==> src/hw/rtl/assert_macros.svh <==
// assertion macros shared by the filter rtl
// expects clk and rst_n in the module that uses them
`ifndef ASSERT_MACROS_SVH
`define ASSERT_MACROS_SVH

// checked only while out of reset
`define ASSERT_RST(lbl, prop, msg) \
  lbl: assert property (@(posedge clk) disable iff (!rst_n) (prop)) else $error(msg);

// checked on every edge, reset included
`define ASSERT_ALWAYS(lbl, prop, msg) \
  lbl: assert property (@(posedge clk) (prop)) else $error(msg);

`endif

==> src/hw/rtl/tpsf_pkg.sv <==
// package for the topic prefix subscription filter
// command and status codes, request type and the lead byte mask; no dependencies
package tpsf_pkg;

  localparam int CMD_W    = 2;
  localparam int KEY_W    = 64;
  localparam int LEN_W    = 4;
  localparam int STATUS_W = 2;

  localparam int TOPIC_ENTRIES_DEF = 16;
  localparam int TOPIC_BYTES_DEF   = 8;

  // depth of the request queue between front and back
  localparam int Q_DEPTH = 2;

  localparam logic [CMD_W-1:0] CMD_SUB   = 2'd0;
  localparam logic [CMD_W-1:0] CMD_UNSUB = 2'd1;
  localparam logic [CMD_W-1:0] CMD_FILT  = 2'd2;
  localparam logic [CMD_W-1:0] CMD_NONE  = 2'd3;

  localparam logic [STATUS_W-1:0] STATUS_OK        = 2'd0;
  localparam logic [STATUS_W-1:0] STATUS_NOT_FOUND = 2'd1;
  localparam logic [STATUS_W-1:0] STATUS_FULL      = 2'd2;
  localparam logic [STATUS_W-1:0] STATUS_TOO_LONG  = 2'd3;

  // classified request; imm requests need no table scan
  typedef struct packed {
    logic [CMD_W-1:0]    op;
    logic [KEY_W-1:0]    key;
    logic [LEN_W-1:0]    len;
    logic                imm;
    logic [STATUS_W-1:0] imm_status;
    logic                imm_deliver;
  } req_t;

  // ones over the first len bytes, counted from the msb
  function automatic logic [KEY_W-1:0] lead_mask(input logic [LEN_W-1:0] len);
    logic [KEY_W-1:0] m;
    if (len >= LEN_W'(8)) begin
      m = '1;
    end else begin
      m = ~({KEY_W{1'b1}} >> {len[2:0], 3'b000});
    end
    return m;
  endfunction

endpackage

==> src/hw/rtl/tpsf_in_if.sv <==
// request channel of the topic prefix subscription filter
// depends on tpsf_pkg for field widths
interface tpsf_in_if;
  logic                          valid;
  logic                          ready;
  logic [tpsf_pkg::CMD_W-1:0]    command;
  logic [tpsf_pkg::KEY_W-1:0]    key;
  logic [tpsf_pkg::LEN_W-1:0]    key_len;

  modport source (output valid, command, key, key_len, input ready);
  modport sink   (input valid, command, key, key_len, output ready);
endinterface

==> src/hw/rtl/tpsf_out_if.sv <==
// result channel of the topic prefix subscription filter
// depends on tpsf_pkg for field widths
interface tpsf_out_if;
  logic                          valid;
  logic                          ready;
  logic [tpsf_pkg::STATUS_W-1:0] status;
  logic                          deliver;

  modport source (output valid, status, deliver, input ready);
  modport sink   (input valid, status, deliver, output ready);
endinterface

==> src/hw/rtl/tpsf_ram.sv <==
// generic single write port, single read port ram with registered read
// no dependencies
module tpsf_ram #(
  parameter int WIDTH = 8,
  parameter int DEPTH = 16
) (
  input  logic                     clk,
  input  logic                     we,
  input  logic [$clog2(DEPTH)-1:0] waddr,
  input  logic [WIDTH-1:0]         wdata,
  input  logic [$clog2(DEPTH)-1:0] raddr,
  output logic [WIDTH-1:0]         rdata
);

  logic [WIDTH-1:0] mem_r [DEPTH];

  always_ff @(posedge clk) begin
    if (we) begin
      mem_r[waddr] <= wdata;
    end
    rdata <= mem_r[raddr];
  end

endmodule

==> src/hw/rtl/tpsf_front.sv <==
// front end: raw mode register, request accept and classification
// depends on tpsf_pkg and tpsf_in_if
module tpsf_front #(
  parameter int TOPIC_BYTES = tpsf_pkg::TOPIC_BYTES_DEF
) (
  input  logic                clk,
  input  logic                rst_n,
  tpsf_in_if.sink             in_ch,
  input  logic                cfg_we,
  input  logic                cfg_wdata,
  input  logic                q_ready,
  output logic                q_push,
  output tpsf_pkg::req_t      q_data
);

  logic raw_mode_r;
  logic raw_mode_nxt;
  logic too_long;

  assign raw_mode_nxt = cfg_we ? cfg_wdata : raw_mode_r;

  always_ff @(posedge clk) begin
    if (!rst_n) begin
      raw_mode_r <= 1'b0;
    end else begin
      raw_mode_r <= raw_mode_nxt;
    end
  end

  assign in_ch.ready = q_ready;
  assign q_push      = in_ch.valid && q_ready;
  assign too_long    = in_ch.key_len > tpsf_pkg::LEN_W'(TOPIC_BYTES);

  always_comb begin
    q_data             = '0;
    q_data.op          = in_ch.command;
    q_data.len         = in_ch.key_len;
    q_data.key         = in_ch.key & tpsf_pkg::lead_mask(in_ch.key_len);
    q_data.imm_status  = tpsf_pkg::STATUS_OK;
    q_data.imm_deliver = 1'b0;
    case (in_ch.command)
      tpsf_pkg::CMD_SUB: begin
        q_data.imm        = too_long;
        q_data.imm_status = tpsf_pkg::STATUS_TOO_LONG;
      end
      tpsf_pkg::CMD_UNSUB: begin
        q_data.imm        = too_long;
        q_data.imm_status = tpsf_pkg::STATUS_NOT_FOUND;
      end
      tpsf_pkg::CMD_FILT: begin
        // message bytes are masked per entry in the back end
        q_data.key         = in_ch.key;
        q_data.imm         = raw_mode_r;
        q_data.imm_deliver = 1'b1;
      end
      default: begin
        q_data.imm = 1'b1;
      end
    endcase
  end

endmodule

==> src/hw/rtl/tpsf_queue.sv <==
// short request queue between front and back end
// depends on tpsf_pkg and assert_macros.svh
`include "assert_macros.svh"

module tpsf_queue (
  input  logic           clk,
  input  logic           rst_n,
  input  logic           push,
  input  tpsf_pkg::req_t push_data,
  output logic           push_ready,
  input  logic           pop,
  output logic           pop_valid,
  output tpsf_pkg::req_t pop_data
);

  localparam int QPW = $clog2(tpsf_pkg::Q_DEPTH);
  localparam int QCW = $clog2(tpsf_pkg::Q_DEPTH + 1);

  tpsf_pkg::req_t   mem_r [tpsf_pkg::Q_DEPTH];
  logic [QPW-1:0]   wr_ptr_r, wr_ptr_nxt;
  logic [QPW-1:0]   rd_ptr_r, rd_ptr_nxt;
  logic [QCW-1:0]   count_r, count_nxt;

  function automatic logic [QPW-1:0] ptr_inc(input logic [QPW-1:0] p);
    return (p == QPW'(tpsf_pkg::Q_DEPTH - 1)) ? '0 : p + 1'b1;
  endfunction

  assign push_ready = count_r != QCW'(tpsf_pkg::Q_DEPTH);
  assign pop_valid  = count_r != '0;
  assign pop_data   = mem_r[rd_ptr_r];

  always_comb begin
    wr_ptr_nxt = push ? ptr_inc(wr_ptr_r) : wr_ptr_r;
    rd_ptr_nxt = pop ? ptr_inc(rd_ptr_r) : rd_ptr_r;
    count_nxt  = count_r;
    if (push && !pop) begin
      count_nxt = count_r + 1'b1;
    end else if (pop && !push) begin
      count_nxt = count_r - 1'b1;
    end
  end

  always_ff @(posedge clk) begin
    if (!rst_n) begin
      wr_ptr_r <= '0;
      rd_ptr_r <= '0;
      count_r  <= '0;
    end else begin
      wr_ptr_r <= wr_ptr_nxt;
      rd_ptr_r <= rd_ptr_nxt;
      count_r  <= count_nxt;
    end
  end

  always_ff @(posedge clk) begin
    if (push) begin
      mem_r[wr_ptr_r] <= push_data;
    end
  end

  `ASSERT_RST(a_no_overflow, push |-> (count_r != QCW'(tpsf_pkg::Q_DEPTH)), "queue overflow")
  `ASSERT_RST(a_no_underflow, pop |-> (count_r != '0), "queue underflow")

endmodule

==> src/hw/rtl/tpsf_back.sv <==
// back end: scans the topic table one entry a cycle, applies the change, holds the result
// depends on tpsf_pkg, tpsf_out_if, tpsf_ram and assert_macros.svh
`include "assert_macros.svh"

module tpsf_back #(
  parameter int TOPIC_ENTRIES = tpsf_pkg::TOPIC_ENTRIES_DEF,
  parameter int TOPIC_BYTES   = tpsf_pkg::TOPIC_BYTES_DEF
) (
  input  logic           clk,
  input  logic           rst_n,
  input  logic           q_valid,
  input  tpsf_pkg::req_t q_data,
  output logic           q_pop,
  tpsf_out_if.source     out_ch
);

  localparam int W  = 8 * TOPIC_BYTES;
  localparam int LW = $clog2(TOPIC_BYTES + 1);
  localparam int IW = $clog2(TOPIC_ENTRIES);
  localparam int CW = $clog2(TOPIC_ENTRIES + 1);

  localparam logic [1:0] ST_IDLE   = 2'd0;
  localparam logic [1:0] ST_SCAN   = 2'd1;
  localparam logic [1:0] ST_FINISH = 2'd2;

  logic [1:0]                      state_r, state_nxt;
  tpsf_pkg::req_t                  work_r, work_nxt;
  logic [CW-1:0]                   cnt_r, cnt_nxt;
  logic                            rd_vld_r, rd_vld_nxt;
  logic [IW-1:0]                   rd_idx_r, rd_idx_nxt;
  logic                            rd_used_r, rd_used_nxt;
  logic                            hit_r, hit_nxt;
  logic [IW-1:0]                   hit_idx_r, hit_idx_nxt;
  logic                            free_found_r, free_found_nxt;
  logic [IW-1:0]                   free_idx_r, free_idx_nxt;
  logic [TOPIC_ENTRIES-1:0]        valid_r, valid_nxt;
  logic                            out_valid_r, out_valid_nxt;
  logic [tpsf_pkg::STATUS_W-1:0]   out_status_r, out_status_nxt;
  logic                            out_deliver_r, out_deliver_nxt;

  logic                            issue;
  logic [IW-1:0]                   raddr;
  logic [W+LW-1:0]                 ram_rdata;
  logic                            ram_we;
  logic [W+LW-1:0]                 ram_wdata;
  logic [W-1:0]                    rd_bytes;
  logic [LW-1:0]                   rd_len;
  logic [W-1:0]                    key_top;
  logic [tpsf_pkg::KEY_W-1:0]      ent_mask;
  logic                            exact, prefix, match;
  logic                            out_free;
  logic                            finish;
  logic                            clr_we;
  logic [tpsf_pkg::STATUS_W-1:0]   res_status;
  logic                            res_deliver;

  assign issue     = (state_r == ST_SCAN) && (cnt_r < CW'(TOPIC_ENTRIES));
  assign raddr     = cnt_r[IW-1:0];
  assign rd_bytes  = ram_rdata[W-1:0];
  assign rd_len    = ram_rdata[W+LW-1:W];
  assign key_top   = work_r.key[tpsf_pkg::KEY_W-1 -: W];
  assign ent_mask  = tpsf_pkg::lead_mask(tpsf_pkg::LEN_W'(rd_len));
  assign exact     = (tpsf_pkg::LEN_W'(rd_len) == work_r.len) && (rd_bytes == key_top);
  assign prefix    = (tpsf_pkg::LEN_W'(rd_len) <= work_r.len) &&
                     ((key_top & ent_mask[tpsf_pkg::KEY_W-1 -: W]) == rd_bytes);
  assign match     = (work_r.op == tpsf_pkg::CMD_FILT) ? prefix : exact;
  assign out_free  = !out_valid_r || out_ch.ready;
  assign finish    = (state_r == ST_FINISH) && out_free;
  assign q_pop     = (state_r == ST_IDLE) && q_valid;
  assign ram_wdata = {work_r.len[LW-1:0], key_top};

  tpsf_ram #(
    .WIDTH (W + LW),
    .DEPTH (TOPIC_ENTRIES)
  ) u_ram (
    .clk   (clk),
    .we    (ram_we),
    .waddr (free_idx_r),
    .wdata (ram_wdata),
    .raddr (raddr),
    .rdata (ram_rdata)
  );

  // outcome of the request once the scan is done
  always_comb begin
    res_status  = tpsf_pkg::STATUS_OK;
    res_deliver = 1'b0;
    ram_we      = 1'b0;
    clr_we      = 1'b0;
    if (work_r.imm) begin
      res_status  = work_r.imm_status;
      res_deliver = work_r.imm_deliver;
    end else begin
      case (work_r.op)
        tpsf_pkg::CMD_SUB: begin
          if (!hit_r) begin
            if (free_found_r) begin
              ram_we = finish;
            end else begin
              res_status = tpsf_pkg::STATUS_FULL;
            end
          end
        end
        tpsf_pkg::CMD_UNSUB: begin
          if (hit_r) begin
            clr_we = finish;
          end else begin
            res_status = tpsf_pkg::STATUS_NOT_FOUND;
          end
        end
        tpsf_pkg::CMD_FILT: begin
          res_deliver = hit_r;
        end
        default: begin
          res_status = tpsf_pkg::STATUS_OK;
        end
      endcase
    end
  end

  always_comb begin
    state_nxt       = state_r;
    work_nxt        = work_r;
    cnt_nxt         = cnt_r;
    rd_vld_nxt      = issue;
    rd_idx_nxt      = raddr;
    rd_used_nxt     = valid_r[raddr];
    hit_nxt         = hit_r;
    hit_idx_nxt     = hit_idx_r;
    free_found_nxt  = free_found_r;
    free_idx_nxt    = free_idx_r;
    valid_nxt       = valid_r;
    out_valid_nxt   = out_valid_r && !out_ch.ready;
    out_status_nxt  = out_status_r;
    out_deliver_nxt = out_deliver_r;

    // compare stage, on the ram data read from the previous cycle's address
    if (rd_vld_r) begin
      if (rd_used_r && match && !hit_r) begin
        hit_nxt     = 1'b1;
        hit_idx_nxt = rd_idx_r;
      end
      if (!rd_used_r && !free_found_r) begin
        free_found_nxt = 1'b1;
        free_idx_nxt   = rd_idx_r;
      end
    end

    case (state_r)
      ST_IDLE: begin
        if (q_valid) begin
          work_nxt       = q_data;
          cnt_nxt        = '0;
          hit_nxt        = 1'b0;
          free_found_nxt = 1'b0;
          state_nxt      = q_data.imm ? ST_FINISH : ST_SCAN;
        end
      end
      ST_SCAN: begin
        if (issue) begin
          cnt_nxt = cnt_r + 1'b1;
        end else begin
          // last compare lands this cycle
          state_nxt = ST_FINISH;
        end
      end
      ST_FINISH: begin
        if (out_free) begin
          out_valid_nxt   = 1'b1;
          out_status_nxt  = res_status;
          out_deliver_nxt = res_deliver;
          state_nxt       = ST_IDLE;
          if (ram_we) begin
            valid_nxt[free_idx_r] = 1'b1;
          end
          if (clr_we) begin
            valid_nxt[hit_idx_r] = 1'b0;
          end
        end
      end
      default: begin
        state_nxt = ST_IDLE;
      end
    endcase
  end

  always_ff @(posedge clk) begin
    if (!rst_n) begin
      state_r     <= ST_IDLE;
      rd_vld_r    <= 1'b0;
      valid_r     <= '0;
      out_valid_r <= 1'b0;
    end else begin
      state_r     <= state_nxt;
      rd_vld_r    <= rd_vld_nxt;
      valid_r     <= valid_nxt;
      out_valid_r <= out_valid_nxt;
    end
  end

  always_ff @(posedge clk) begin
    work_r        <= work_nxt;
    cnt_r         <= cnt_nxt;
    rd_idx_r      <= rd_idx_nxt;
    rd_used_r     <= rd_used_nxt;
    hit_r         <= hit_nxt;
    hit_idx_r     <= hit_idx_nxt;
    free_found_r  <= free_found_nxt;
    free_idx_r    <= free_idx_nxt;
    out_status_r  <= out_status_nxt;
    out_deliver_r <= out_deliver_nxt;
  end

  assign out_ch.valid   = out_valid_r;
  assign out_ch.status  = out_status_r;
  assign out_ch.deliver = out_deliver_r;

  `ASSERT_RST(a_write_free_slot, ram_we |-> !valid_r[free_idx_r], "subscribe overwrites a used entry")
  `ASSERT_RST(a_compare_in_scan, rd_vld_r |-> (state_r == ST_SCAN || state_r == ST_FINISH), "compare outside a scan")
  `ASSERT_RST(a_one_change, !(ram_we && clr_we), "insert and remove in the same request")

endmodule

==> src/hw/rtl/topic_prefix_subscription_filter.sv <==
// Topic prefix subscription filter: a table of up to TOPIC_ENTRIES topics of up to
// TOPIC_BYTES bytes, driven by subscribe, unsubscribe and filter requests, one result per
// request. Subscribe, unsubscribe and filter without raw mode scan the topic ram one entry
// per cycle; over-long topics, raw mode filters and the unused command skip the scan. A
// two-entry request queue lets new requests in while the table is busy, and the result
// register holds a result until it is taken. The user must write raw_mode through
// cfg_we/cfg_wdata only while no request is in flight; the block does not enforce this.
// Reset is synchronous and clears the entry valid bits at once, with no clearing pass.
// depends on tpsf_pkg, the channel interfaces, tpsf_front, tpsf_queue and tpsf_back
module topic_prefix_subscription_filter #(
  parameter int TOPIC_ENTRIES = tpsf_pkg::TOPIC_ENTRIES_DEF,
  parameter int TOPIC_BYTES   = tpsf_pkg::TOPIC_BYTES_DEF
) (
  input  logic        clk,
  input  logic        rst_n,
  tpsf_in_if.sink     in_ch,
  tpsf_out_if.source  out_ch,
  input  logic        cfg_we,
  input  logic        cfg_wdata
);

  logic           q_push;
  logic           q_ready;
  tpsf_pkg::req_t q_push_data;
  logic           q_pop;
  logic           q_valid;
  tpsf_pkg::req_t q_pop_data;

  tpsf_front #(
    .TOPIC_BYTES (TOPIC_BYTES)
  ) u_front (
    .clk       (clk),
    .rst_n     (rst_n),
    .in_ch     (in_ch),
    .cfg_we    (cfg_we),
    .cfg_wdata (cfg_wdata),
    .q_ready   (q_ready),
    .q_push    (q_push),
    .q_data    (q_push_data)
  );

  tpsf_queue u_queue (
    .clk        (clk),
    .rst_n      (rst_n),
    .push       (q_push),
    .push_data  (q_push_data),
    .push_ready (q_ready),
    .pop        (q_pop),
    .pop_valid  (q_valid),
    .pop_data   (q_pop_data)
  );

  tpsf_back #(
    .TOPIC_ENTRIES (TOPIC_ENTRIES),
    .TOPIC_BYTES   (TOPIC_BYTES)
  ) u_back (
    .clk     (clk),
    .rst_n   (rst_n),
    .q_valid (q_valid),
    .q_data  (q_pop_data),
    .q_pop   (q_pop),
    .out_ch  (out_ch)
  );

endmodule

==> src/flat_wrapper.sv <==
// flat-port wrapper written by rule: the top's interface ports become plain ports
module topic_prefix_subscription_filter_flat 
#(
  parameter int TOPIC_ENTRIES = tpsf_pkg::TOPIC_ENTRIES_DEF,
  parameter int TOPIC_BYTES   = tpsf_pkg::TOPIC_BYTES_DEF
)
  (clk, rst_n, cfg_we, cfg_wdata, in_ch_valid, in_ch_command, in_ch_key, in_ch_key_len, in_ch_ready, out_ch_valid, out_ch_status, out_ch_deliver, out_ch_ready);
  tpsf_in_if in_ch_i ();
  tpsf_out_if out_ch_i ();
  input  logic clk;
  input  logic rst_n;
  input  logic cfg_we;
  input  logic cfg_wdata;
  input wire logic [$bits(in_ch_i.valid)-1:0] in_ch_valid;
  input wire logic [$bits(in_ch_i.command)-1:0] in_ch_command;
  input wire logic [$bits(in_ch_i.key)-1:0] in_ch_key;
  input wire logic [$bits(in_ch_i.key_len)-1:0] in_ch_key_len;
  output wire logic [$bits(in_ch_i.ready)-1:0] in_ch_ready;
  output wire logic [$bits(out_ch_i.valid)-1:0] out_ch_valid;
  output wire logic [$bits(out_ch_i.status)-1:0] out_ch_status;
  output wire logic [$bits(out_ch_i.deliver)-1:0] out_ch_deliver;
  input wire logic [$bits(out_ch_i.ready)-1:0] out_ch_ready;
  assign in_ch_i.valid = in_ch_valid;
  assign in_ch_i.command = in_ch_command;
  assign in_ch_i.key = in_ch_key;
  assign in_ch_i.key_len = in_ch_key_len;
  assign in_ch_ready = in_ch_i.ready;
  assign out_ch_valid = out_ch_i.valid;
  assign out_ch_status = out_ch_i.status;
  assign out_ch_deliver = out_ch_i.deliver;
  assign out_ch_i.ready = out_ch_ready;
  topic_prefix_subscription_filter #(.TOPIC_ENTRIES(TOPIC_ENTRIES), .TOPIC_BYTES(TOPIC_BYTES)) u_core (.clk(clk), .rst_n(rst_n), .in_ch(in_ch_i), .out_ch(out_ch_i), .cfg_we(cfg_we), .cfg_wdata(cfg_wdata));
endmodule
==> config.mk <==
export PLATFORM = sky130hd
export DESIGN_NAME = topic_prefix_subscription_filter_flat
export DESIGN_NICKNAME = d
export VERILOG_FILES = /design/src/hw/rtl/tpsf_pkg.sv /design/src/hw/rtl/tpsf_in_if.sv /design/src/hw/rtl/tpsf_out_if.sv /design/src/hw/rtl/tpsf_ram.sv /design/src/hw/rtl/tpsf_front.sv /design/src/hw/rtl/tpsf_queue.sv /design/src/hw/rtl/tpsf_back.sv /design/src/hw/rtl/topic_prefix_subscription_filter.sv /design/src/flat_wrapper.sv
export VERILOG_INCLUDE_DIRS = /design/src /design/src/hw/rtl
export SDC_FILE = /design/constraint.sdc
export NUM_CORES = 1
export LEC_CHECK = 0
export BUFFER_PORTS_ARGS = -buffer_cell sky130_fd_sc_hd__buf_2
export CAP_MARGIN = 20
export CORE_UTILIZATION = 55
export DETAILED_ROUTE_END_ITERATION = 8
export MAX_ROUTING_LAYER = met4
export PLACE_DENSITY = 0.75
export SLEW_MARGIN = 20
export SYNTH_ARGS = -nofsm -noshare
export SYNTH_HDL_FRONTEND = slang
export SYNTH_SLANG_ARGS = --single-unit
==> constraint.sdc <==
create_clock -name clk -period 7.1 [get_ports clk]
set_clock_uncertainty 0.05 [all_clocks]
set_input_delay 0.355 -clock clk [delete_from_list [all_inputs] [get_ports clk]]
set_output_delay 0.355 -clock clk [all_outputs]
set_load 0.01 [all_outputs]
### After elaboration in Yosys (flattened, before gate mapping)

Memory sizes are Yosys's and may differ from the RTL's. A register that Yosys moved wholly into a read port is not among the register bits.
Index checks and enable logic that the tools add are counted.

| word-level totals | value |
|---|---|
| flip-flop bits (word level) | 122 |
| RAM bits | 1236 |
| output and inout bits | 5 |
| word-level logic and storage cells | 157 |
| memories kept | 2 |

| cells by class | value |
|---|---|
| $add $sub $neg | 5 |
| order comparisons | 10 |
| equality and inequality tests | 14 |
| shifts and indexed selects | 2 |
| mux-type cells | 59 |
| bitwise operators | 7 |
| reductions and logical operators | 35 |

Memory list:

| memory | words | width | rd ports | clocked after memory_dff | wr ports | line | source |
|---|---|---|---|---|---|---|---|
| u_core.u_back.u_ram.mem_r | 16 | 68 | 1 | 1 | 1 | tpsf_ram.sv:15 | `logic [WIDTH-1:0] mem_r [DEPTH];` |
| u_core.u_queue.mem_r | 2 | 74 | 1 | 1 | 1 | tpsf_queue.sv:19 | `tpsf_pkg::req_t mem_r [tpsf_pkg::Q_DEPTH];` |

Operators by type and width:

| operator | count |
|---|---|
| 64-bit two-way mux | 3 |
| 64-bit bitwise AND | 2 |
| 64-bit == test | 2 |
| 64-bit inverter | 2 |
| 64-bit by 6-bit >> shifter with 64-bit output, first input constant | 2 |
| 16-bit two-way mux | 4 |
| 1-bit two-way mux | 33 |
| 2-bit two-way mux | 9 |
| 16-bit bitwise AND | 1 |
| 16-bit inverter | 1 |
| 16-bit bitwise OR | 1 |
| 4-bit by 5-bit < comparator with 1-bit output, second input constant | 3 |
| 1-bit logical AND | 14 |
| 5-bit two-way mux | 2 |
| 2-bit inequality test, second input constant | 5 |
| 5-bit case mux with 2 select lines | 1 |
| 1-bit demux with 4-bit select | 2 |
| 4-bit by 1-bit >= comparator with 1-bit output, second input constant | 2 |
| 4-bit >= comparator, second input constant | 2 |
| 2-bit case mux with 2 select lines | 2 |
| 2-bit AND reduction | 4 |
| 1-bit zero test | 7 |
| 2-bit by 1-bit == test with 1-bit output, second input constant | 3 |
| 2-bit == test, second input constant | 3 |
| other kinds (16) | 22 |

### Longest topological paths before layout

Gate-level depths: netlist (run 1).

| depth | value |
|---|---|
| depth in word-level cells | 13 |
| gate-level depth with buffers | 9 |
| gate-level depth less buffers | 9 |

### Hierarchy

A second synthesis (run 1) with hierarchy kept.

| unflattened totals | value |
|---|---|
| cells, all modules | 2708 |
| area, all modules | 54405.9 sq um |

Modules (own cells, without submodules):

| module | times used | cells an instance | area an instance (sq um) | seq. area each (sq um) |
|---|---|---|---|---|
| tpsf_ram | 1 | 1750 | 41980.3 | 34032.6 |
| tpsf_back | 1 | 555 | 5988.2 | 3243.1 |
| tpsf_queue | 1 | 252 | 5576.6 | 4544.4 |
| tpsf_front | 1 | 151 | 860.8 | 20.0 |

### Worst setup path before layout (run 1)

Ideal clock, no wire load.

| path | value |
|---|---|
| kind | input-to-reg |
| start | input out_ch_ready |
| end | register u_core.u_back.valid_r[10] |
| data arrival time | 7073 ps |
| data required time | 6967 ps |
| path slack | -106 ps |
| stages on the path | 7 |
| path buffers | 1 |
| cell sequence | nand2b_1 > nor2b_1 > clkbuf_1 > and4b_1 > nand3b_1 > nor3b_1 > o221a_1 |

| on the way | value |
|---|---|
| longest elaborated chain between the ends | 11 |
| elaborated cells between the ends (all ways) | 15 |
| those cells by class | mux (11); bitwise (1); reduce/logical (3) |

Ends and longest elaborated chain:

| item | line | source |
|---|---|---|
| start: declaration | flat_wrapper.sv:22 | `input wire logic [$bits(out_ch_i.ready)-1:0] out_ch_ready;` |
| 1-bit logical OR (*) | tpsf_back.sv:67 | `assign out_free = !out_valid_r \|\| out_ch.ready;` |
| 1-bit logical AND (*) | tpsf_back.sv:68 | `assign finish = (state_r == ST_FINISH) && out_free;` |
| net u_core.u_back.finish | tpsf_back.sv:52 | `logic finish;` |
| 1-bit two-way mux | tpsf_back.sv:97 | `if (free_found_r) begin` |
| 1-bit two-way mux | tpsf_back.sv:96 | `if (!hit_r) begin` |
| 1-bit two-way mux | tpsf_back.sv:94 | `case (work_r.op)` |
| 1-bit two-way mux | tpsf_back.sv:90 | `if (work_r.imm) begin` |
| 16-bit two-way mux | tpsf_back.sv:173 | `if (ram_we) begin` |
| 16-bit two-way mux | tpsf_back.sv:168 | `if (out_free) begin` |
| 16-bit two-way mux | tpsf_back.sv:149 | `case (state_r)` |
| 16-bit bitwise AND (no line) | - |  |
| 16-bit two-way mux (*) | tpsf_back.sv:176 | `if (clr_we) begin` |
| end signal: assignment | tpsf_back.sv:196 | `valid_r <= valid_nxt;` |
| end: declaration | tpsf_back.sv:36 | `logic [TOPIC_ENTRIES-1:0] valid_r, valid_nxt;` |

Mark *: on every way through the listed nets, which the timed path passes. The rest lies on a longest branch. The select of a mux whose other input is x is not followed.
A chain may end at the register's enable or synchronous reset.

### Worst setup path in the final report (run 1)

| path | value |
|---|---|
| start | register u_core.u_back.work_r, in the netlist u_core.u_back.key_top[44] |
| end | register u_core.u_back.hit_idx_r[0], enable pin |

| on the way | value |
|---|---|
| longest elaborated chain between the ends | 7 |
| elaborated cells between the ends (all ways) | 9 |
| those cells by class | eq/ne (2); mux (1); bitwise (1); reduce/logical (5) |

Ends and longest elaborated chain:

| item | line | source |
|---|---|---|
| start: declaration | tpsf_back.sv:27 | `tpsf_pkg::req_t work_r, work_nxt;` |
| start signal: assignment | tpsf_back.sv:202 | `work_r <= work_nxt;` |
| 64-bit bitwise AND | tpsf_back.sv:65 | `((key_top & ent_mask[tpsf_pkg::KEY_W-1 -: W]) == rd_bytes);` |
| 64-bit == test | tpsf_back.sv:65 |  |
| 1-bit logical AND | tpsf_back.sv:64 | `assign prefix = (tpsf_pkg::LEN_W'(rd_len) <= work_r.len) &&` |
| 1-bit two-way mux (*) | tpsf_back.sv:66 | `assign match = (work_r.op == tpsf_pkg::CMD_FILT) ? prefix : exact;` |
| 1-bit logical AND (*) (2 in series) | tpsf_back.sv:139 | `if (rd_used_r && match && !hit_r) begin` |
| 2-bit AND reduction (no line) (*) | - |  |
| end signal: assignment | tpsf_back.sv:207 | `hit_idx_r <= hit_idx_nxt;` |
| end: declaration | tpsf_back.sv:33 | `logic [IW-1:0] hit_idx_r, hit_idx_nxt;` |

Mark *: on every way between the ends. The rest lies on a longest branch, timed or not.

==> reports/results.tsv, run 1 <==
stage	metric	value	unit
placement	Inst Count DP	3751	
critical_path	worst path cell trace	nand2b_1 -> o2111ai_1 -> a2111oi_0 -> nand3_1 -> nor3_1 -> a31oi_1 -> nor3_1	
critical_path	FF-to-FF setup slack	3090	ps
grt	pin count of the biggest net entering global routing	148	
cts	clk slew on worst S/H paths	60	ps
placement	pre-CTS setup slack	2900	ps
critical_path	most used cell, CP	nor3_1	
timing	maximum clock rate	250	MHz
grt	vias in the first global route	27438	
timing	max-slew violation count	0	
floorplanning	Initial Util	0.556	
hold_path	min-delay worst type	in -> reg	
floorplanning	Vert. Die Dim	315	um
synthesis	library cells used by synthesis	65	
floorplanning	core footprint	0.0969	mm^2
routing	met3 WL	12.3	mm
critical_path	slowest stage delay, CP	1030	ps
grt	grt total ovfl	0	
cts	CTS Buffer Depth	3	
routing	Residual DRC	6	
cts	Clock Latency Late Sink	740	ps
critical_path	worst-case reg-to-reg path depth	7	
synthesis	syn nets	2521	
cts	H-tree levels	4	
critical_path	slowest CP cell	a2111oi_0	
timing	crit path time final	4010	ps
critical_path	Worst Setup Path Type	reg -> reg	
routing	ANT nets after route	0	
floorplanning	die area	0.0992	mm^2
grt	initial antenna violation count	0	
outcome	failing checks	DRC	
critical_path	CP Launch Point	u_core.u_back.key_top[44]	
cts	Post-CTS Setup Inserts	0	
critical_path	family with the most delay on the worst path	simple AND/OR/NAND/NOR gates	
finish	Area growth syn-to-layout	14.2	%
synthesis	synthesized area	0.0539	mm^2
finish	ant diodes	0	
floorplanning	# IOs	81	
critical_path	worst r2r dst	u_core.u_back.hit_idx_r[0]	
routing	drt pass-1 iters	9	
critical_path	critical path fanouts, max	18	
timing	post-route clock period utilization	0.564	
routing	max layer used	met4	
timing	worst rel slew slack	0.161	
finish	Fillers	6071	
routing	vias per cell	6.46	
critical_path	critical path capture point	u_core.u_back.hit_idx_r[0]	
placement	GPL Wtd Cong	0.975	
synthesis	Syn Area/Cell	22.1	um^2
synthesis	Main synth FF type	edfxtp_1	
floorplanning	overall die width	315	um
floorplanning	cell row count	114	
routing	WL met2	59.7	mm
finish	nets@finish	2774	
synthesis	Post-synth EDFFs	1326	
cts	post-CTS sizing	0	
critical_path	Critical Path Source Type	register	
flow_run	max_cap viols	0	
grt	first-pass GRT wire length	180	mm
placement	DP Wirelength	65.8	mm
routing	Routed WL per cell	30.0	um
routing	initial DRC count	3616	
synthesis	number of synthesized register bits	1427	
power	VDD IR max	0.000386	V
timing	RSZ-0062 raised after global routing	no	
routing	met1 wire length	46.9	mm
timing	Fin Hold WS	71.2	ps
power	LEAKAGE	0.0197	uW
critical_path	Crit path required time	7420	ps
critical_path	worst path bufs/invs	0	
finish	final instance area	0.0615	mm^2
placement	input/output buffers	80	
power	power density over cell area	401	mW/mm^2
synthesis	ys async rst share	0	
critical_path	WP data arrival	4330	ps
finish	Non-Filler Instances	4080	
finish	share of cells above drive strength 1	0.276	
critical_path	Crit. End Element	register	
routing	WL final	122	mm
outcome	status	complete, but fails checks	
routing	via count	26363	
cts	CTS tree	done	
grt	GRT Resource Usage Total	0.261	
cts	clock root buffer	clkbuf_16	
critical_path	cell count along the critical path	7	
timing	Slew @ Worst Pin	1250	ps
synthesis	number of synthesis warnings	0	
synthesis	register area share after synthesis	0.777	
timing	fin worst setup slack	3090	ps
timing	Final setup viols	0	
cts	Num Clock Sinks	1427	
cts	CTS buffer count	138	
critical_path	worst reg2reg startpoint	u_core.u_back.key_top[44]	
timing	final hold violation count	0	
placement	Placed Area	0.0561	mm^2
synthesis	Gate Count Post-Synth	2439	
==> flip-flops by register name (all words and copies together), names as in the netlist, 5 cells and up, named ones only <==
name / count
u_core.u_back.key_top: 64
u_core.u_back.work_r: 6
u_core.u_back.u_ram.rdata: 68
u_core.u_queue.mem_r: 148
u_core.u_back.cnt_r: 5
u_core.u_back.valid_r: 16
u_core.u_back.u_ram.mem_r: 1088
==> power breakdown <==
group / switching, uW / internal (uW)
Clock: 3070 / 4310
Combinational: 2720 / 2560
Sequential: 1280 / 10700
==> cells by family (layout without fill, tap and decap cells) <==
logic type / after synthesis / after routing / synth area share
AO/OA/AOI/OAI: 133 / 133 / 0.0180
XOR/XNOR: 14 / 14 / 0.00228
adder cells (fa/ha/maj): 6 / 6 / 0.00139
buffers and inverters: 163 / 528 / 0.0114
flip-flops: 1427 / 1427 / 0.777
multiplexers: 421 / 421 / 0.160
AND/OR/NAND/NOR: 275 / 275 / 0.0301
==> cell usage after synthesis (all sizes together), types with 4 or more instances <==
| master | number | area (um^2) |
|---|---|---|
| nor3 | 17 | 85.1 |
| and2 | 20 | 125 |
| xnor2 | 11 | 96.3 |
| nor3b | 4 | 30.0 |
| a21o | 4 | 30.0 |
| mux4 | 345 | 7770 |
| a21oi | 13 | 65.1 |
| or3 | 4 | 25.0 |
| nand4 | 12 | 81.3 |
| inv | 69 | 259 |
| buf | 28 | 106 |
| nand3 | 9 | 45.0 |
| nor4 | 23 | 150 |
| dfxtp | 101 | 2020 |
| nor2 | 41 | 154 |
| nand2b | 31 | 194 |
| a22o | 9 | 78.8 |
| clkbuf | 65 | 244 |
| a21boi | 8 | 60.1 |
| o22ai | 27 | 169 |
| o221a | 16 | 180 |
| nor2b | 72 | 458 |
| edfxtp | 1326 | 39800 |
| nand3b | 5 | 37.5 |
| o21ai | 24 | 120 |
| nand2 | 14 | 52.6 |
| mux2 | 75 | 845 |
| or4 | 8 | 60.1 |
| ha | 6 | 75.1 |
| o2111ai | 6 | 52.6 |
==> final cells by class <==
class                      instances  area (um^2)  share of cell area
tap                             1276         1600              0.0259
multi-input combinational        849        11500               0.188
timing repair buffer             206         1680              0.0273
clock inverter                    64          796              0.0129
sequential                      1427        41800               0.680
clock buffer                     188         3820              0.0620
inverter                          70          265             0.00431
==> routing by layer <==
layer	vias up	global-route usage
li1	10677	-
met1	13729	0.354
met2	1641	0.401
met3	316	0.0534
met4	0	0.0844
met5	-	-
==> cells in the final DEF, fill, tap and decap left out, types with 12 or more instances in the layout <==
cell / count
a21oi_1: 13
and2_1: 20
buf_2: 80
buf_4: 42
bufinv_16: 14
clkbuf_1: 37
clkbuf_16: 142
clkinv_1: 20
clkinv_2: 17
dfxtp_1: 100
dlygate4sd3_1: 74
edfxtp_1: 1326
inv_1: 66
mux2_2: 75
mux4_2: 345
nand2_1: 14
nand2b_1: 31
nor2_1: 31
nor2b_1: 71
nor3_1: 12
nor4_1: 22
o21ai_0: 21
o221a_1: 16
o22ai_1: 27
==> worst reg2reg max path: cells and delay by family (launching register included) <==
kind               cells  cell delay [ps]
DFF                    1              700
AOI/OAI and AO/OA      3             1250
and+or+nand+nor        4             1630
==> how the worst min path moves through the flow <==
stage | from | endpoint | slack (ps) | depth (start not counted)
floorplan | u_core.u_back.cnt_r[2] | u_core.u_back.rd_idx_r[2] | 300 | 0
global placement | u_core.u_back.rd_idx_r[0] | u_core.u_back.hit_idx_r[0] | 370 | 0
detailed placement | u_core.u_back.rd_idx_r[2] | u_core.u_back.hit_idx_r[2] | 380 | 0
CTS | in_ch_valid | u_core.u_queue.wr_ptr_r | 30 | 4
global route | in_ch_valid | u_core.u_queue.wr_ptr_r | 70 | 4
finish | in_ch_valid | u_core.u_queue.wr_ptr_r | 70 | 4
==> timing repair <==
| item | in CTS | in global routing |
|---|---|---|
| hold buffers | 74 | 0 |
| endpoints found under the setup margin | 0 | 0 |
| endpoints found under the hold margin | 152 | 0 |
==> stage by stage <==
stage	power (uW)	setup TNS, ps	util
floorplan	15300	-192	-
global placement	17100	0	0.579
detailed placement	17300	0	0.579
CTS	24700	0	0.634
global route	25500	0	0.635
finish	24700	0	0.635
No activity file was read; power rests on OpenSTA's default activity.
==> run 2, diff against run 1 <==
- PLACE_DENSITY: 0.75 -> 0.72
- clock period: 7.1 -> 3.7 ns (I/O delays scaled with it)
==> run 2 against run 1 <==
  * The flow still finishes with violations (DRC)
  * Via count rose by 0.50%
  * Sequential share of layout area fell by 0.87 points
  * Non-clock buffer count rose by 40
  * Core utilization rose by 0.82 points
  * Sequential cell count did not move
  * Critical path depth rose by 1
  * Wire length rose by 2.3%
==> reports/results.tsv, run 2 (synthesis results as in run 1) <==
stage	metric	value	unit
power	clock share of power	0.301	
hold_path	min-delay worst type	in -> reg	
power	Seq pwr share	0.476	
flow_run	max_cap viols	0	
finish	largest registers	u_core.u_back.u_ram.mem_r x1088, u_core.u_queue.mem_r x148, u_core.u_back.u_ram.rdata x68	
grt	grt total ovfl	0	
routing	drt pass-1 iters	9	
placement	input/output buffers	80	
outcome	failing checks	DRC	
grt	first-pass GRT wire length	184	mm
critical_path	Crit. End Element	register	
cts	CTS buffer count	139	
timing	TNS Setup	0	ps
timing	maximum clock rate	281	MHz
finish	most frequent cells in the layout	edfxtp_1 (1326), mux4_2 (345), clkbuf_16 (143)	
timing	Slew @ Worst Pin	1110	ps
finish	Biggest register	u_core.u_back.u_ram.mem_r	
power	switching power	13600	uW
finish	max FFs per register	1088	
critical_path	family with the most delay on the worst path	compound AO/OA/AOI/OAI gates	
timing	Final setup viols	0	
critical_path	slowest stage delay, CP	940	ps
finish	FF/Latch Area	0.0418	mm^2
timing	crit path time final	3560	ps
floorplanning	core footprint	0.0969	mm^2
cts	CTS tree	done	
timing	post-route clock period utilization	0.962	
cts	Clock Latency Late Sink	750	ps
power	power density over cell area	766	mW/mm^2
critical_path	worst path cell trace	nand2b_1 -> o2111ai_1 -> a2111oi_0 -> nand3_1 -> nor3_1 -> a31oi_1 -> nor3_1 -> buf_4	
finish	most common cell after layout, fill and taps aside	edfxtp_1	
floorplanning	overall die width	315	um
placement	Inst Count DP	3791	
grt	pin count of the biggest net entering global routing	148	
routing	vias per cell	6.42	
cts	H-tree levels	4	
critical_path	WP data arrival	3970	ps
finish	nets@finish	2815	
finish	Area growth syn-to-layout	15.7	%
power	LEAKAGE	0.0200	uW
routing	Routed WL per cell	30.4	um
floorplanning	Vert. Die Dim	315	um
power	Power Internal	34200	uW
grt	vias in the first global route	27344	
routing	ANT nets after route	0	
cts	clock root buffer	clkbuf_16	
finish	Multi-input gate area	0.0116	mm^2
critical_path	slowest CP cell	a2111oi_0	
finish	Fillers	6133	
placement	GPL Wtd Cong	0.981	
floorplanning	# IOs	81	
critical_path	worst path bufs/invs	1	
floorplanning	die area	0.0992	mm^2
critical_path	Crit path required time	4110	ps
timing	worst rel slew slack	0.263	
power	Switching Share	0.284	
timing	max-slew violation count	0	
finish	Non-Filler Instances	4126	
finish	share of cells above drive strength 1	0.291	
grt	initial antenna violation count	0	
floorplanning	cell row count	114	
power	combinational power share	0.223	
placement	DP Wirelength	66.4	mm
cts	Post-CTS Setup Inserts	0	
critical_path	Critical Path Source Type	register	
routing	Residual DRC	6	
grt	GRT Resource Usage Total	0.268	
critical_path	most used cell, CP	nor3_1	
power	VDD IR max	0.00111	V
routing	initial DRC count	3212	
cts	Num Clock Sinks	1427	
critical_path	Worst Setup Path Type	reg -> reg	
cts	CTS Buffer Depth	3	
routing	via count	26494	
outcome	status	complete, but fails checks	
routing	WL final	125	mm
timing	RSZ-0062 raised after global routing	no	
critical_path	critical path fanouts, max	19	
finish	ant diodes	0	
cts	clk slew on worst S/H paths	60	ps
floorplanning	Initial Util	0.556	
timing	final hold violation count	0	
## run 2: cell count changes in the layout (fill, tap and decap cells not counted), moves of 3 or more
| cell | previous run | this run |
|---|---|---|
| buf_16 | 4 | 0 |
| clkinv_2 | 17 | 21 |
| clkinv_1 | 20 | 14 |
| dlygate4sd3_1 | 74 | 77 |
| nor3_4 | 0 | 5 |
| nor3_2 | 5 | 0 |
| clkbuf_8 | 9 | 18 |
| buf_12 | 5 | 37 |
| buf_4 | 42 | 51 |
## run 2: path summary, 6_finish.rpt
kind | startpoint | endpoint | slack, ps | cells past startpoint
setup reg to reg | u_core.u_back.key_top[18] | u_core.u_back.hit_idx_r[3] | 140 | 8
hold reg to reg | u_core.u_back.rd_idx_r[2] | u_core.u_back.hit_idx_r[2] | 380 | 0
setup / recovery | u_core.u_back.key_top[18] | u_core.u_back.hit_idx_r[3] | 140 | 8
hold / removal | in_ch_command[0] | u_core.u_queue.mem_r[0][72] | 160 | 2
## run 2: metal layers
| metal | up-vias | GRT usage | routed length [um] |
|---|---|---|---|
| met5 | - | - | 0 |
| met4 | 0 | 0.0744 | 2990 |
| met3 | 245 | 0.0447 | 10500 |
| li1 | 10773 | - | - |
| met2 | 1505 | 0.415 | 61600 |
| met1 | 13971 | 0.372 | 50200 |
## run 2: power by group through the flow
stage | Clock, uW | Combinational (uW) | Sequential (uW)
final | 14400 | 10700 | 22700
after global routing | 15200 | 11300 | 22900
after CTS | 14500 | 10700 | 22700
after detailed placement | 0 | 10500 | 23000
after global placement | 0 | 10400 | 22800
after floorplan | 0 | 7340 | 22100
## run 2: what timing repair did
| action | CTS | global route |
|---|---|---|
| resized for setup | 0 | 0 |
| hold endpoints to repair | 174 | 0 |
| hold buffers | 77 | 0 |
## run 2: worst register-to-register path, stage by stage (launching register included)
cell and delay, ps:
edfxtp_1 780, nand2b_1 210, o2111ai_1 130, a2111oi_0 940, nand3_1 220, nor3_1 430, a31oi_1 140, nor3_1 180
buf_4 190
## run 2: through the flow
step / cell area (um^2) / power (uW) / hold slack [ps] / worst slack, ps / util
after floorplan: 53900 / 29400 / 234 / -1010 / -
final: 62300 / 47800 / 162 / 139 / 0.644
after detailed placement: 56800 / 33500 / 372 / 553 / 0.587
after CTS: 62300 / 47900 / 119 / 515 / 0.644
after global placement: 56800 / 33200 / 365 / 700 / 0.587
after global routing: 62300 / 49300 / 155 / 211 / 0.644
## run 2: layout make-up
class,count,share of cell area
clock buffers,196,0.0635
clock inverters,62,0.0122
repair buffers,246,0.0371
multi-input cells,849,0.186
inverters,70,0.00426
well taps,1276,0.0256
flip-flops and latches,1427,0.671
